--- config.mk ---
export PLATFORM = sky130hd
export DESIGN_NAME = afmt_merge
export DESIGN_NICKNAME = d
export VERILOG_FILES = /design/src/rtl/core/afmt_pkg.sv /design/src/rtl/core/afmt_merge.sv
export SDC_FILE = /design/constraint.sdc
export NUM_CORES = 1
export LEC_CHECK = 0
export BUFFER_PORTS_ARGS = -buffer_cell sky130_fd_sc_hd__clkbuf_2
export CAP_MARGIN = 20
export CORE_AREA = 2 2 253 255
export CTS_BUF_LIST = sky130_fd_sc_hd__clkbuf_8
export CTS_CLUSTER_SIZE = 24
export DETAILED_ROUTE_END_ITERATION = 16
export DIE_AREA = 0 0 255 257
export PLACE_DENSITY_LB_ADDON = 0.25
export RECOVER_POWER = 25
export SYNTH_ARGS = -nofsm -noshare
export SYNTH_HDL_FRONTEND = slang
export SYNTH_SLANG_ARGS = --single-unit
--- constraint.sdc ---
create_clock -name clock -period 1 [get_ports clock]
set_clock_uncertainty 0.05 [all_clocks]
set_input_delay 0.1 -clock clock [delete_from_list [all_inputs] [get_ports clock]]
set_output_delay 0.1 -clock clock [all_outputs]
set_load 0.005 [all_outputs]
--- src/rtl/core/afmt_pkg.sv ---
// Shared types, constants and helpers for the affine matrix transform engine.
// Used by afmt_lane, afmt_merge and affine_matrix_transform_engine.
`default_nettype none

package afmt_pkg;

   // Fixed-point format: signed Q(32-FRAC_BITS).FRAC_BITS words
   localparam int FRAC_BITS = 16;
   localparam int WORD_W    = 32;
   localparam int LANES     = 4;               // one lane per matrix row
   localparam int ELEMS     = LANES * LANES;
   localparam int IDX_W     = $clog2(ELEMS);
   localparam int PSH_W     = 2 * WORD_W - FRAC_BITS;   // shifted product width
   localparam int SUM_W     = PSH_W + 2;                // sum of four products
   // Unity in fixed point: multiplying by it passes an element through unchanged
   localparam logic [WORD_W-1:0] FX_ONE = WORD_W'(1) << FRAC_BITS;

   typedef enum logic [2:0] {
      CMD_LOAD      = 3'd0,
      CMD_VECTOR    = 3'd1,
      CMD_POINT     = 3'd2,
      CMD_TRANSLATE = 3'd3,
      CMD_SCALE     = 3'd4
   } cmd_type;

   typedef struct packed {
      logic              flag;
      logic [WORD_W-1:0] val;
   } sat_type;

   // What one row lane hands on after its sum stage
   typedef struct packed {
      logic [WORD_W-1:0]       sum;      // saturated row sum
      logic                    sum_sat;  // row sum clipped
      logic [2:0][WORD_W-1:0]  scl;      // saturated single products, columns 0..2
   } lane_res_type;

   // Clip a wide signed value to the 32-bit signed range
   function automatic sat_type sat_word(input logic [SUM_W-1:0] v);
      sat_type                   r;
      logic [SUM_W-WORD_W:0]     hi;
      hi = v[SUM_W-1:WORD_W-1];
      if ((&hi) || !(|hi)) begin
         r.flag = 1'b0;
         r.val  = v[WORD_W-1:0];
      end else begin
         r.flag = 1'b1;
         r.val  = v[SUM_W-1] ? {1'b1, {(WORD_W-1){1'b0}}} : {1'b0, {(WORD_W-1){1'b1}}};
      end
      return r;
   endfunction

endpackage

`default_nettype wire

--- src/rtl/core/afmt_merge.sv ---
// Output stage: gathers the four row lanes into one result word and flag.
// Depends on afmt_pkg.
`default_nettype none

module afmt_merge
   import afmt_pkg::*;
(
   input  wire logic                   clock,
   input  wire logic                   reset,
   input  wire logic                   load,
   input  wire logic                   is_point,
   input  wire lane_res_type           lane_res [LANES],
   input  wire logic                   rsp_tready,
   output logic                        rsp_tvalid,
   output logic [LANES*WORD_W-1:0]     rsp_tdata,   // out_x, out_y, out_z, out_w
   output logic [0:0]                  rsp_tuser    // saturated
);

   logic                       valid_ff, valid_in;
   logic [LANES*WORD_W-1:0]    data_ff, data_in;
   logic                       sat_ff, sat_in;

   // Pack rows; point transforms report w as zero but keep its flag
   always_comb begin
      sat_in = 1'b0;
      for (int r = 0; r < LANES; r++) begin
         data_in[r*WORD_W +: WORD_W] = lane_res[r].sum;
         sat_in = sat_in | lane_res[r].sum_sat;
      end
      if (is_point) begin
         data_in[(LANES-1)*WORD_W +: WORD_W] = '0;
      end
      if (load) begin
         valid_in = 1'b1;
      end else if (rsp_tready) begin
         valid_in = 1'b0;
      end else begin
         valid_in = valid_ff;
      end
   end

   always_ff @(posedge clock) begin
      if (reset) begin
         valid_ff <= 1'b0;
      end else begin
         valid_ff <= valid_in;
      end
   end

   always_ff @(posedge clock) begin
      if (load) begin
         data_ff <= data_in;
         sat_ff  <= sat_in;
      end
   end

   assign rsp_tvalid   = valid_ff;
   assign rsp_tdata    = data_ff;
   assign rsp_tuser[0] = sat_ff;

endmodule

`default_nettype wire

==> results.yml <==
final_layout:
  layout.cells.most_common: "clkbuf_2"
  layout_common_cells: "clkbuf_2 (234), dlygate4sd3_1 (135), edfxtp_1 (129)"
  area_of_the_multi_input_gates_sq_um: 223
  antenna_cells_inserted: 0
  post_route_cells_drive_above_1_share_pct: 50.9
  layout.nets: 1121
  layout-area-overhead-vs-synth_pct: 110
  regArea_sq_um: 3890
  layout.filler_cells: 7054
  final_cell_count_no_fill: 1459
setup_path:
  timing.critical_path.fanout_max: 1
  timing.critical_path.from_type: "register"
  worstSetupEndpointType: "output port"
  critical_path.max_stage_delay_ps: 490
  timing.critical_path.arrival_ps: 1160
  cp.buffers_inverters: 1
  setup.worst_path.class: "reg -> out"
  top_cell_family_by_delay_on_the_critical_path: "flip-flops"
  critPathRequiredTime_ps: 850
  crit_slowest_cell: "edfxtp_1"
  worstPathCellList: "clkbuf_2"
power_and_ir_drop:
  max-vdd-ir-drop_mv: 1.13
  p_leak_nw: 3.39
  cellPowerDensity_nw_per_um2: 1510
global_route:
  gr-total-overflow: 0
  grt_usage_pct: 5.94
  grt_pass1_vias: 3578
  grt_antenna_before_repair: 0
  grt_pass1_wl_um: 26000
  grt_start_max_net_pins: 22
synthesis:
  synth-seq-area-share_pct: 94.2
  synth-seq-cells: 130
  synthCells: 169
  syn-mean-instance-area_sq_um: 24.4
  syn-cell-area_sq_um: 4130
  synth.net_count: 690
  synthDistinctLibCells: 8
  number_of_synthesis_warnings: 0
timing:
  layout_worst_path_cycle_share_pct: 131
  maxClockFrequency_ghz: 0.762
  tightestPinTransition_ps: 238
  final_worst_hold_slack_ps: -146
  final-max-slew-violation-count: 0
  final-setup-viol-count: 141
  hold_viol_final: 1
  timing.final.crit_period_ps: 1310
  worst_slew_margin_rel_pct: 84.2
  fin_setup_tns_ps: -19170
  grt_setup_unrepaired: "yes"
  timing.final.ws_setup_ps: -312
placement:
  port-buffer-count: 266
  placed_cells_incl_taps: 1292
  place_hpwl_um: 15500
  routabilityCongestion: 0.658
routing:
  drt-wirelength-per-cell_um: 13.2
  dr.first_iter.drc_count: 106
  route.antenna.remaining_nets: 0
  vias: 3229
  route.detailed.vias_per_inst: 2.21
  routed_wirelength_um: 19200
  drcViolationCount: 0
  detail_route.first_pass.iterations: 4
clock_tree:
  cts_max_path_buffers: 2
  htree_levels: 4
  numCtsBuffers: 17
  cts-root-buf: "clkbuf_8"
  tritoncts: "built"
  cts.clk_slew.worst_paths_ps: 100
  cts_sinks: 130
  clk_latency_ps: 470
floorplan:
  floorplan.die.width_um: 255
  floorplan.die_area_sq_um: 65500
  initial_core_util_pct: 6.59
  floorplan.core_area_sq_um: 62700
  fp.dieH_um: 257
  top_level_ports: 651
  rows: 92
status:
  violations_in_the_final_reports: "hold timing, setup timing"
  status: "complete, but fails checks"
hold_path:
  hold_path.class: "in -> reg"
run:
  max_cap_violations: 0
-- report_power, final --
| group | leakage (nW) | total [mW] | switching, mW | internal, mW |
|---|---|---|---|---|
| sequential | 1.27 | 6.62 | 0.155 | 6.46 |
| combinational | 1.92 | 1.75 | 0.736 | 1.01 |
| clock | 0.205 | 4.73 | 2.44 | 2.29 |
-- metal layers --
metal  routed length (um)  GRT usage (%)  vias to the layer above
li1                     -              -                     1513
met1                 7680           6.42                     1526
met2                 8910           9.42                      170
met3                 2050           3.10                       20
met4                  583           3.04                        0
met5                    0              0                        -
-- path summary, 6_finish.rpt --
check                      from       endpoint  slack [ps]  cells past startpoint
setup / recovery  rsp_tdata[65]  rsp_tdata[65]        -310                      1
hold reg to reg      rsp_tvalid     rsp_tvalid         430                      2
hold / removal    lane_res[354]      rsp_tuser        -150                      2
setup reg to reg     rsp_tvalid     rsp_tvalid         350                      2
-- logic make-up (layout without fill, tap and decap cells) --
family | count (synthesis) | in the layout | synth area share [%]
simple gates | 34 | 34 | 5.18
compound gates | 1 | 1 | 0.121
flops | 130 | 130 | 94.2
buf+inv | 4 | 448 | 0.454
-- cell type report --
class	instances	area share [%]
Inverter	1	0.0433
Timing Repair Buffer	415	35.6
Multi-Input combinational cell	35	2.57
Sequential cell	130	44.9
Tap cell	846	12.2
Clock buffer	17	2.70
Clock inverter	15	1.98
-- metrics by stage --
stage / util (%) / cell area, sq um / setup WS, ps / power [mW] / hold slack, ps
floorplan: - / 4130 / 86.8 / 6.82 / 119
global placement: 10.7 / 6690 / -17.9 / 7.98 / 228
detailed placement: 10.7 / 6690 / -32.0 / 7.98 / 229
CTS: 13.7 / 8620 / -418 / 13.5 / -219
global route: 13.8 / 8680 / -403 / 13.8 / -208
finish: 13.8 / 8680 / -312 / 13.1 / -146
-- Yosys cell counts --
cell / count / share of area, %
nor2b_1: 32 / 4.8
buf_2: 3 / 0.36
inv_1: 1 / 0.091
dfxtp_1: 1 / 0.48
or4_1: 1 / 0.18
nand2b_1: 1 / 0.15
edfxtp_1: 129 / 94
a21oi_1: 1 / 0.12
-- flip-flops by register name, summed over array words and instances (netlist names) --
register,count
rsp_tuser,1
rsp_tdata,128
rsp_tvalid,1
-- timing repair --
action,in CTS,in global routing
setup endpoints to repair,130,138
hold buffers,134,1
gates resized for setup,41,26
buffers inserted,0,0
hold endpoints to repair,131,1
(Power assumes the default switching activity.)
